**config.mk**
```make
export PLATFORM = sky130hd
export DESIGN_NAME = archive_filename_crc_id_flat
export DESIGN_NICKNAME = d
export VERILOG_FILES = /design/src/design/afc_pkg.sv /design/src/design/afc_char_if.sv /design/src/design/afc_id_if.sv /design/src/design/afc_datapath.sv /design/src/design/afc_ctrl.sv /design/src/design/archive_filename_crc_id.sv /design/src/flat_wrapper.sv
export SDC_FILE = /design/constraint.sdc
export NUM_CORES = 1
export LEC_CHECK = 0
export ABC_AREA = 1
export BUFFER_PORTS_ARGS = -buffer_cell sky130_fd_sc_hd__buf_4
export CAP_MARGIN = 10
export CELL_PAD_IN_SITES_DETAIL_PLACEMENT = 1
export CELL_PAD_IN_SITES_GLOBAL_PLACEMENT = 1
export CORE_ASPECT_RATIO = 0.9
export CORE_MARGIN = 5
export CORE_UTILIZATION = 40
export DETAILED_ROUTE_END_ITERATION = 12
export PLACE_DENSITY = 0.85
export SLEW_MARGIN = 20
export SYNTH_ARGS = -nofsm -noshare
export SYNTH_HDL_FRONTEND = slang
export SYNTH_SLANG_ARGS = --single-unit
```
**constraint.sdc**
```tcl
create_clock -name clk -period 2.2 [get_ports clk]
set_input_delay 0.11 -clock clk [delete_from_list [all_inputs] [get_ports clk]]
set_output_delay 0.11 -clock clk [all_outputs]
set_load 0.01 [all_outputs]
```
**src/design/afc_pkg.sv**
```systemverilog
`timescale 1ns / 1ps
// ----------------------------------------------------------------------------
// afc_pkg - shared types and functions for the file-name ID block
// CRC-32 byte step, case folding, and the command/status bundles that
// join the controller to the datapath.
// ----------------------------------------------------------------------------
package afc_pkg;

  localparam logic [31:0] CRC_POLY     = 32'hEDB88320;
  localparam logic [31:0] CRC_ALL_ONES = 32'hFFFFFFFF;
  localparam logic [7:0]  CHAR_LC_A    = 8'h61;
  localparam logic [7:0]  CHAR_LC_Z    = 8'h7A;
  localparam logic [7:0]  CASE_OFFSET  = 8'h20;

  typedef enum logic [2:0] {
    S_IDLE = 3'b001,
    S_PAD  = 3'b010,
    S_DONE = 3'b100
  } afc_state_t;

  typedef struct packed {
    logic take;   // apply the accepted input beat
    logic pad;    // feed one padding byte into the CRC
    logic emit;   // load the ID into the output register and clear
  } afc_cmd_t;

  typedef struct packed {
    logic in_last;   // current input beat ends the name
    logic need_pad;  // name ending with this beat needs padding
    logic pad_last;  // this padding byte is the final one
    logic out_free;  // output register can take a new ID
  } afc_sts_t;

  // Reflected CRC-32 update over one byte, LSB first.
  function automatic logic [31:0] crc_byte(input logic [31:0] crc, input logic [7:0] b);
    logic [31:0] c;
    c = crc ^ {24'h0, b};
    for (int k = 0; k < 8; k++) begin
      if (c[0]) begin
        c = (c >> 1) ^ CRC_POLY;
      end else begin
        c = c >> 1;
      end
    end
    return c;
  endfunction

  // Fold ASCII lower case to upper case; everything else passes.
  function automatic logic [7:0] fold_upper(input logic [7:0] ch);
    logic [7:0] r;
    r = ch;
    if (ch >= CHAR_LC_A && ch <= CHAR_LC_Z) begin
      r = ch - CASE_OFFSET;
    end
    return r;
  endfunction

endpackage

```
**src/design/afc_char_if.sv**
```systemverilog
`timescale 1ns / 1ps
// ----------------------------------------------------------------------------
// afc_char_if - character input channel
// One file-name character per beat, with empty and end-of-name flags.
// ----------------------------------------------------------------------------
interface afc_char_if;
  logic       valid;
  logic       ready;
  logic [7:0] name_char;
  logic       no_char;
  logic       last_char;

  modport source (output valid, output name_char, output no_char, output last_char,
                  input ready);
  modport sink   (input valid, input name_char, input no_char, input last_char,
                  output ready);
endinterface

```
**src/design/afc_id_if.sv**
```systemverilog
`timescale 1ns / 1ps
// ----------------------------------------------------------------------------
// afc_id_if - ID result channel
// One 32-bit file ID per beat.
// ----------------------------------------------------------------------------
interface afc_id_if;
  logic        valid;
  logic        ready;
  logic [31:0] file_id;

  modport source (output valid, output file_id, input ready);
  modport sink   (input valid, input file_id, output ready);
endinterface

```
**src/design/afc_datapath.sv**
```systemverilog
`timescale 1ns / 1ps
// ----------------------------------------------------------------------------
// afc_datapath - CRC register, group tracking, padding and output register
// Executes take/pad/emit commands from the controller.
// ----------------------------------------------------------------------------
module afc_datapath
  import afc_pkg::*;
(
  input  logic        clk,
  input  logic        rst_n,
  input  afc_cmd_t    cmd,
  output afc_sts_t    sts,
  input  logic [7:0]  in_name_char,
  input  logic        in_no_char,
  input  logic        in_last_char,
  output logic        out_valid,
  input  logic        out_ready,
  output logic [31:0] out_file_id
);

  logic [31:0] crc_r, crc_nxt;
  logic [1:0]  len_r, len_nxt;
  logic [7:0]  first_r, first_nxt;
  logic        seen_r, seen_nxt;
  logic [1:0]  pad_rem_r, pad_rem_nxt;
  logic        pad_first_r, pad_first_nxt;
  logic        out_valid_r, out_valid_nxt;
  logic [31:0] file_id_r, file_id_nxt;

  logic [7:0]  ch_up;
  logic [1:0]  len_after;
  logic        need_pad;
  logic [7:0]  pad_byte;

  assign ch_up     = fold_upper(in_name_char);
  assign len_after = in_no_char ? len_r : len_r + 2'd1;
  assign need_pad  = (seen_r || !in_no_char) && (len_after != 2'd0);
  assign pad_byte  = pad_first_r ? {6'd0, len_r} : first_r;

  assign sts.in_last  = in_last_char;
  assign sts.need_pad = need_pad;
  assign sts.pad_last = (pad_rem_r == 2'd1);
  assign sts.out_free = !out_valid_r || out_ready;

  always_comb begin
    crc_nxt       = crc_r;
    len_nxt       = len_r;
    first_nxt     = first_r;
    seen_nxt      = seen_r;
    pad_rem_nxt   = pad_rem_r;
    pad_first_nxt = pad_first_r;
    out_valid_nxt = out_valid_r && !out_ready;
    file_id_nxt   = file_id_r;

    if (cmd.take) begin
      if (!in_no_char) begin
        if (len_r == 2'd0) begin
          first_nxt = ch_up;
        end
        crc_nxt  = crc_byte(crc_r, ch_up);
        len_nxt  = len_after;
        seen_nxt = 1'b1;
      end
      if (in_last_char) begin
        // pad with the remainder byte, then repeats of the group's first char
        pad_rem_nxt   = need_pad ? 2'(3'd4 - {1'b0, len_after}) : 2'd0;
        pad_first_nxt = 1'b1;
      end
    end

    if (cmd.pad) begin
      crc_nxt       = crc_byte(crc_r, pad_byte);
      pad_first_nxt = 1'b0;
      pad_rem_nxt   = pad_rem_r - 2'd1;
    end

    if (cmd.emit) begin
      file_id_nxt   = seen_r ? ~crc_r : 32'd0;
      out_valid_nxt = 1'b1;
      crc_nxt       = CRC_ALL_ONES;
      len_nxt       = 2'd0;
      first_nxt     = 8'd0;
      seen_nxt      = 1'b0;
    end
  end

  always_ff @(posedge clk) begin
    if (!rst_n) begin
      crc_r       <= CRC_ALL_ONES;
      len_r       <= 2'd0;
      first_r     <= 8'd0;
      seen_r      <= 1'b0;
      pad_rem_r   <= 2'd0;
      pad_first_r <= 1'b0;
      out_valid_r <= 1'b0;
    end else begin
      crc_r       <= crc_nxt;
      len_r       <= len_nxt;
      first_r     <= first_nxt;
      seen_r      <= seen_nxt;
      pad_rem_r   <= pad_rem_nxt;
      pad_first_r <= pad_first_nxt;
      out_valid_r <= out_valid_nxt;
    end
  end

  always_ff @(posedge clk) begin
    file_id_r <= file_id_nxt;
  end

  assign out_valid   = out_valid_r;
  assign out_file_id = file_id_r;

  a_pad_has_work: assert property (@(posedge clk) disable iff (!rst_n)
    cmd.pad |-> pad_rem_r != 2'd0)
    else $error("padding step with no padding bytes left");

  a_emit_room: assert property (@(posedge clk) disable iff (!rst_n)
    cmd.emit |-> (!out_valid_r || out_ready))
    else $error("ID emitted over an unaccepted result");

  a_emit_loads: assert property (@(posedge clk) disable iff (!rst_n)
    cmd.emit |=> out_valid_r && !seen_r && crc_r == CRC_ALL_ONES)
    else $error("emit did not load the result and clear the name state");

endmodule

```
**src/design/afc_ctrl.sv**
```systemverilog
`timescale 1ns / 1ps
// ----------------------------------------------------------------------------
// afc_ctrl - sequencing for the file-name ID block
// Takes characters, steps the end padding, then hands the ID to the output.
// ----------------------------------------------------------------------------
module afc_ctrl
  import afc_pkg::*;
(
  input  logic     clk,
  input  logic     rst_n,
  input  logic     in_valid,
  output logic     in_ready,
  input  afc_sts_t sts,
  output afc_cmd_t cmd
);

  afc_state_t state_r, state_nxt;
  logic       take;

  assign in_ready = (state_r == S_IDLE);
  assign take     = in_valid && in_ready;

  always_comb begin
    state_nxt = state_r;
    cmd       = '0;
    unique case (state_r)
      S_IDLE: begin
        cmd.take = take;
        if (take && sts.in_last) begin
          state_nxt = sts.need_pad ? S_PAD : S_DONE;
        end
      end
      S_PAD: begin
        cmd.pad = 1'b1;
        if (sts.pad_last) begin
          state_nxt = S_DONE;
        end
      end
      S_DONE: begin
        // hold until the output register frees up
        if (sts.out_free) begin
          cmd.emit  = 1'b1;
          state_nxt = S_IDLE;
        end
      end
      default: begin
        state_nxt = S_IDLE;
      end
    endcase
  end

  always_ff @(posedge clk) begin
    if (!rst_n) begin
      state_r <= S_IDLE;
    end else begin
      state_r <= state_nxt;
    end
  end

endmodule

```
**src/design/archive_filename_crc_id.sv**
```systemverilog
`timescale 1ns / 1ps
// ----------------------------------------------------------------------------
// archive_filename_crc_id - 32-bit archive ID from a streamed file name
// Usage:
//   in_char carries one name character per beat (name_char), with no_char
//   for a beat without a character and last_char on the final beat. Letters
//   a-z are folded to upper case and run through a reflected CRC-32.
//   out_id carries one file_id per name; an empty name gives zero.
// Sequence:
//   Beats that do not end the name are taken back to back. The ending
//   beat is followed by 4 - (length mod 4) padding bytes when the length
//   is not a multiple of four (none otherwise), then a step that loads
//   the output register. in_char.ready stays low until the load.
// Stall:
//   The ID sits in an output register until taken. Characters of the next
//   name are still accepted meanwhile; its ending beat waits in the load
//   step until the register frees.
// Reset:
//   Synchronous active-low rst_n clears the CRC and name state and drops
//   out_id.valid.
// ----------------------------------------------------------------------------
module archive_filename_crc_id
  import afc_pkg::*;
(
  input  logic clk,
  input  logic rst_n,
  afc_char_if.sink in_char,
  afc_id_if.source out_id
);

  afc_cmd_t cmd;
  afc_sts_t sts;

  afc_ctrl u_ctrl (
    .clk      (clk),
    .rst_n    (rst_n),
    .in_valid (in_char.valid),
    .in_ready (in_char.ready),
    .sts      (sts),
    .cmd      (cmd)
  );

  afc_datapath u_dp (
    .clk          (clk),
    .rst_n        (rst_n),
    .cmd          (cmd),
    .sts          (sts),
    .in_name_char (in_char.name_char),
    .in_no_char   (in_char.no_char),
    .in_last_char (in_char.last_char),
    .out_valid    (out_id.valid),
    .out_ready    (out_id.ready),
    .out_file_id  (out_id.file_id)
  );

endmodule

```
**src/flat_wrapper.sv**
```systemverilog
// flat-port wrapper written by rule: the top's interface ports become plain ports
module archive_filename_crc_id_flat import afc_pkg::*;
  (clk, rst_n, in_char_valid, in_char_name_char, in_char_no_char, in_char_last_char, in_char_ready, out_id_valid, out_id_file_id, out_id_ready);
  afc_char_if in_char_i ();
  afc_id_if out_id_i ();
  input  logic clk;
  input  logic rst_n;
  input wire logic [$bits(in_char_i.valid)-1:0] in_char_valid;
  input wire logic [$bits(in_char_i.name_char)-1:0] in_char_name_char;
  input wire logic [$bits(in_char_i.no_char)-1:0] in_char_no_char;
  input wire logic [$bits(in_char_i.last_char)-1:0] in_char_last_char;
  output wire logic [$bits(in_char_i.ready)-1:0] in_char_ready;
  output wire logic [$bits(out_id_i.valid)-1:0] out_id_valid;
  output wire logic [$bits(out_id_i.file_id)-1:0] out_id_file_id;
  input wire logic [$bits(out_id_i.ready)-1:0] out_id_ready;
  assign in_char_i.valid = in_char_valid;
  assign in_char_i.name_char = in_char_name_char;
  assign in_char_i.no_char = in_char_no_char;
  assign in_char_i.last_char = in_char_last_char;
  assign in_char_ready = in_char_i.ready;
  assign out_id_valid = out_id_i.valid;
  assign out_id_file_id = out_id_i.file_id;
  assign out_id_i.ready = out_id_ready;
  archive_filename_crc_id u_core (.clk(clk), .rst_n(rst_n), .in_char(in_char_i), .out_id(out_id_i));
endmodule
```
# Yosys cells after proc, flatten, opt, wreduce, memory -nomap -nowiden
# Cells that the tools add are included.
totals:
  mem_bits_ro: 0
  mem_count: 0
  ramBits: 0
  in_bits: 14
  regBits: 82
  output_inout_bits: 34
  latchBits: 0
  word_cells: 123
classes:
  reduce_logical: 22
  eq_ne: 8
  add_sub_neg: 4
  n_shift: 0
  muxes: 57
  magnitude_cmp: 2
  n_div: 0
  n_mul: 0
  n_bitwise: 21
ops:
  columns: ["op", "count"]
  rows:
  - ["32-bit 2-to-1 mux", 40]
  - ["13-bit NOT with 14-bit output", 16]
  - ["32-bit by 8-bit XOR with 32-bit output", 2]
  - ["32-bit NOT", 1]
  - ["8-bit 2-to-1 mux", 2]
  - ["3-bit 2-to-1 mux", 4]
  - ["2-bit 2-to-1 mux", 5]
  - ["3-bit one-hot mux with 3 select lines", 1]
  - ["8-bit by 7-bit greater-or-equal comparator with 1-bit output (second input constant)", 1]
  - ["8-bit by 7-bit <= comparator with 1-bit output (second input constant)", 1]
  - ["2-bit by 1-bit inequality test with 1-bit output (second input constant)", 4]
  - ["2-bit AND reduction", 4]
  - ["8-bit by 6-bit subtractor with 8-bit output (second input constant)", 1]
  - ["3-bit AND reduction", 2]
  - ["2-bit nonzero test", 3]
  - ["1-bit logical AND", 5]
  - ["1-bit 2-to-1 mux", 5]
  - ["2-bit OR reduction", 2]
  - ["3-bit by 1-bit equality test with 1-bit output (second input constant)", 1]
  - ["3-bit by 2-bit equality test with 1-bit output (second input constant)", 1]
  - ["3-bit equality test (second input constant)", 1]
  - ["1-bit zero test", 3]
  - ["2-bit by 1-bit adder with 2-bit output (second input constant)", 1]
  - ["2-bit by 1-bit equality test with 1-bit output (second input constant)", 1]
  - ["5 further kinds", 7]

# Logic depth before layout (Yosys ltp)
depth:
  word_depth: 37
  depth_mapped: 17
  mapped_depth_nobuf: 17

# By module
# A second synthesis with hierarchy kept.
hier_totals:
  cells_unflattened: 876
  area_unflattened_um2: 5925.7
modules_own_cells:
  columns: ["module", "area_each_um2", "cells_per_inst", "instances", "seq_area_each_um2"]
  rows:
  - ["afc_datapath", 5710.5, 841, 1, 1901.8]
  - ["afc_ctrl", 215.2, 35, 1, 60.1]

# Worst setup path before layout
# OpenSTA, ideal clock, no wires.
synth_timing:
  kind: "reg2reg"
  start: "reg u_core.u_ctrl.state_r[2]"
  end: "reg u_core.u_dp.file_id_r[0], in the netlist u_core.u_dp.out_file_id[0], enable pin"
  n_path_buf: 0
  slack_ns: -0.183
  arrival_ns: 1.962
  path_stages_with_launch: 5
  required_ns: 1.779
  period_less_slack_ns: 2.383
  setup_time_ns: 0.421
  path_cell_list: "dfxtp_1 inv_1 nor3_1 inv_1 nor2_1"
synth_lines:
  columns: ["element", "line_no", "text"]
  rows:
  - ["from (decl)", "afc_ctrl.sv:17", "afc_state_t state_r, state_nxt;"]
  - ["from (signal assigned)", "afc_ctrl.sv:56", "state_r <= state_nxt;"]
  - ["to (signal assigned)", "afc_datapath.sv:108", "file_id_r <= file_id_nxt;"]
  - ["to (decl)", "afc_datapath.sv:28", "logic [31:0] file_id_r, file_id_nxt;"]

# Worst setup path after layout
layout_timing:
  start: "reg u_core.u_dp.crc_r[2]"
  end: "reg u_core.u_dp.crc_r[24]"
layout_via:
  elab_chain_len: 29
  elab_cells_between_ends: 48
  cone_classes: "mux (40); bitwise (8)"
layout_rtl:
  columns: ["element", "line_no", "text"]
  rows:
  - ["from (decl)", "afc_datapath.sv:21", "logic [31:0] crc_r, crc_nxt;"]
  - ["from (signal assigned)", "afc_datapath.sv:97", "crc_r <= crc_nxt;"]
  - ["32-bit by 8-bit XOR with 32-bit output", "afc_pkg.sv:37", "c = crc ^ {24'h0, b};"]
  - ["32-bit 2-to-1 mux", "afc_pkg.sv:39", "if (c[0]) begin"]
  - ["32-bit 2-to-1 mux", "afc_datapath.sv:56", "if (!in_no_char) begin"]
  - ["32-bit 2-to-1 mux", "afc_datapath.sv:55", "if (cmd.take) begin"]
  - ["32-bit 2-to-1 mux", "afc_pkg.sv:39", null]
  - ["32-bit 2-to-1 mux", "afc_datapath.sv:56", null]
  - ["32-bit 2-to-1 mux", "afc_datapath.sv:55", null]
  - ["32-bit 2-to-1 mux", "afc_pkg.sv:39", null]
  - ["(+13 left out)", null, null]
  - ["32-bit 2-to-1 mux", "afc_pkg.sv:39", null]
  - ["32-bit 2-to-1 mux", "afc_datapath.sv:56", null]
  - ["32-bit 2-to-1 mux", "afc_datapath.sv:55", null]
  - ["13-bit NOT with 14-bit output (no line)", null, null]
  - ["32-bit 2-to-1 mux", "afc_pkg.sv:39", null]
  - ["32-bit 2-to-1 mux", "afc_datapath.sv:56", null]
  - ["32-bit 2-to-1 mux", "afc_datapath.sv:55", null]
  - ["32-bit 2-to-1 mux (*)", "afc_datapath.sv:71", "if (cmd.pad) begin"]
# Mark *: on every way between the ends. The rest lies on a longest branch, timed or not. The select of a mux whose other input is x is not followed.
# A chain may end at the register's enable or synchronous reset.

==> results.cfg <==
[status]
status = complete, no violations

[worst_setup_path]
critical_path.max_stage_delay_ns = 0.46
cp_slowest_cell = dfxtp_1
crit_path_cell_trace = inv_2, nand2_1, nand2_2, xnor2_4, nor2_1, o21ai_0, nand2_1, nand2_1, nand2_1, o21ai_1, nand2_1, nand2_1
crit_type = flop to flop
worstPathMaxFanout = 6
worstPathRequired_ns = 2.51
cpMostUsedCell = nand2_1
worst_ep_arrival_time_ns = 2.38
start_kind = flop
critPathCaptureType = flop

[placed_design]
gp_congestion = 0.904
dpl_worst_slack_ns = 0.0320
portBuffers = 47
place_hpwl_um = 14700
dp.cells = 1050

[global_route]
grt_max_degree = 49
antenna_found_initial = 0
gr-usage-all-layers_pct = 23.5
grt_overflow_total = 0
grt_pass1_wl_um = 31100
first_global_vias = 5648

[floorplanning]
initial_core_util_pct = 41.1
coreArea_mm2 = 0.0141
dieArea_mm2 = 0.0170
rows = 41
fp.dieW_um = 137
io_pins = 48
die_y_um = 124

[logic_synthesis]
ys_ff_latch = 82
synth_cells = 815
yosys.area.top_type = dfxtp_1
postSynth.asyncResetShare_pct = 0
synth_common_cells = nand2_1 (224), inv_1 (82), nor2_1 (69), xor2_1 (68), nand3_1 (66)
synth_most_common_cell = nand2_1
ys.flop_type = dfxtp_1
synth_top_cell_area_share_pct = 17.3
syn_area_mm2 = 0.00580
ys_top_cells_by_area = dfxtp_1 (17%), edfxtp_1 (17%), nand2_1 (14%)
synth_cell_types = 42
synth_edf_count = 32
ys_warn_count = 0
avgSynthCellArea_um2 = 7.12
synth-seq-area-share_pct = 33.8
syn-num-nets = 833

[power_and_ir_drop]
power_density_mw_per_mm2 = 1480
p_leak_nw = 3.35
p_seq_share_pct = 22.8
netSwitchingFraction_pct = 50.8
pwr-share-comb_pct = 62.5
clkPwrFrac_pct = 14.8
peakVddDrop_uv = 592
p_int_mw = 4.97
switchingPower_mw = 5.12

[run]
max-cap-violations = 0

[sta]
maxSlewViolCount = 0
fmax_mhz = 482
skew_ns = 0.0124
holdWs_ns = 0.0506
hold_violations = 0
period_needed_ns = 2.07
worst_pin_slew_ns = 0.479
fin_tns_setup_ns = 0
slew_headroom_pct = 67.9
setup_violations = 0
period_share_pct = 94.3
fin_ws_ns = 0.125

[drt]
first_pass_iters = 5
routed_wl_um = 19800
avgRoutedWirePerCell_um = 18.5
viasPerCell = 5.29
post-route-drc-count = 0
vias = 5659
drt-initial-drc-count = 331
antenna_left = 0

[final_layout]
final_cells = 1069
final_util_pct = 48.2
n_fill_cell = 1816
layout-drive-gt1-share_pct = 17.0
antenna_cells = 0
nNetsFinal = 889
syn_to_final_growth_pct = 17.3

[clock_network]
cts_buffer_depth = 2
insertion_delay_ns = 0.36
cts_sinks = 82
clk_pin_slew_worst_paths_ns = 0.07
cts-root-buf = clkbuf_16
numCtsBuffers = 9
h-tree-depth = 3
cts_tree = built

[min_path]
hold_class = input port to flop
## worst paths after layout
path	start	to	slack [ns]	depth (start not counted)
hold / removal	in_char_name_char[2]	u_core.u_dp.first_r[2]	0.05	3
hold reg to reg	u_core.u_dp.pad_rem_r[1]	u_core.u_dp.pad_rem_r[1]	0.49	2
setup / recovery	u_core.u_dp.crc_r[2]	u_core.u_dp.crc_r[24]	0.13	12
setup reg to reg	u_core.u_dp.crc_r[2]	u_core.u_dp.crc_r[24]	0.13	12
## through the flow
| stage | power [mW] | area (um^2) |
|---|---|---|
| after global placement | 8.17 | 6460 |
| final | 10.1 | 6800 |
| after detailed placement | 8.40 | 6460 |
| after CTS | 9.96 | 6760 |
| after floorplan | 6.70 | 5800 |
| after global routing | 10.8 | 6800 |
## layout by cell type (no fill, tap or decap), types with 2 or more instances in the layout
master	count
nor2_1	68
nand3b_1	2
o211ai_1	5
dfxtp_1	50
inv_6	3
nand4_1	4
a211oi_1	5
o21ai_1	8
or2_2	2
clkbuf_16	9
a21oi_1	29
buf_4	63
xnor2_4	3
nand3_2	6
nand3_1	66
o21ai_0	43
nand2_2	22
edfxtp_1	32
o221ai_1	3
nand2_1	224
ha_1	4
xnor2_1	15
inv_2	12
inv_1	82
o22ai_1	2
buf_12	4
nor3_1	4
a31oi_1	3
nand2_4	13
xor2_1	68
or2_1	5
## cell families (layout without fill, tap and decap cells)
logic type | Yosys count | after routing | synth area share, %
compound gates | 102 | 102 | 9.77
flops | 82 | 82 | 33.8
buf+inv | 119 | 180 | 8.37
fa+ha+maj | 4 | 4 | 0.863
xor+xnor | 89 | 89 | 14.6
simple gates | 419 | 419 | 32.6
## cell type report
type,instances,area (um^2),area share (%)
clock buffer,9,225,3.31
multi-input combinational,614,3390,49.8
tap,193,241,3.55
sequential,82,1960,28.8
clock inverter,7,58.8,0.865
timing repair buffer,68,563,8.28
inverter,96,363,5.33
## state kept, by name, indices dropped and copies added, names as in the netlist
name                     cells
u_core.u_dp.crc_r           32
u_core.u_dp.out_file_id     32
u_core.u_dp.first_r          8
u_core.u_ctrl.state_r        3
u_core.u_dp.len_r            2
u_core.u_dp.pad_rem_r        2
u_core.u_dp.out_valid        1
u_core.u_dp.pad_first_r      1
u_core.u_dp.seen_r           1
## worst max-delay path: cells and delay by family (launching register included)
| family | cells | cell delay (ns) |
|---|---|---|
| AND/OR/NAND/NOR | 8 | 0.81 |
| buffers and inverters | 1 | 0.09 |
| XOR/XNOR | 1 | 0.33 |
| AO/OA/AOI/OAI | 2 | 0.32 |
| flip-flops | 1 | 0.46 |
## power groups by stage
stage	Sequential [mW]	Clock, mW	Combinational [mW]
5_1_grt	2.33	1.58	6.90
2_1_floorplan	2.20	0	4.49
3_3_place_gp	2.30	0	5.87
3_5_place_dp	2.32	0	6.08
4_1_cts	2.29	1.52	6.15
6_report	2.30	1.49	6.31
## routing by layer
| layer | vias to the layer above | track usage [%] | wire length (um) |
|---|---|---|---|
| met2 | 173 | 39.3 | 9600 |
| met5 | - | 0 | 0 |
| met3 | 41 | 4.12 | 1050 |
| li1 | 2717 | - | - |
| met1 | 2728 | 30.3 | 8560 |
| met4 | 0 | 8.33 | 560 |
## timing repair
action,CTS,global route
setup endpoints to repair,0,8
setup buffers,0,2
endpoints found under the hold margin,1,0
gates resized for setup,0,4
hold buffers,1,0
No activity file was read; power rests on OpenSTA's default activity.
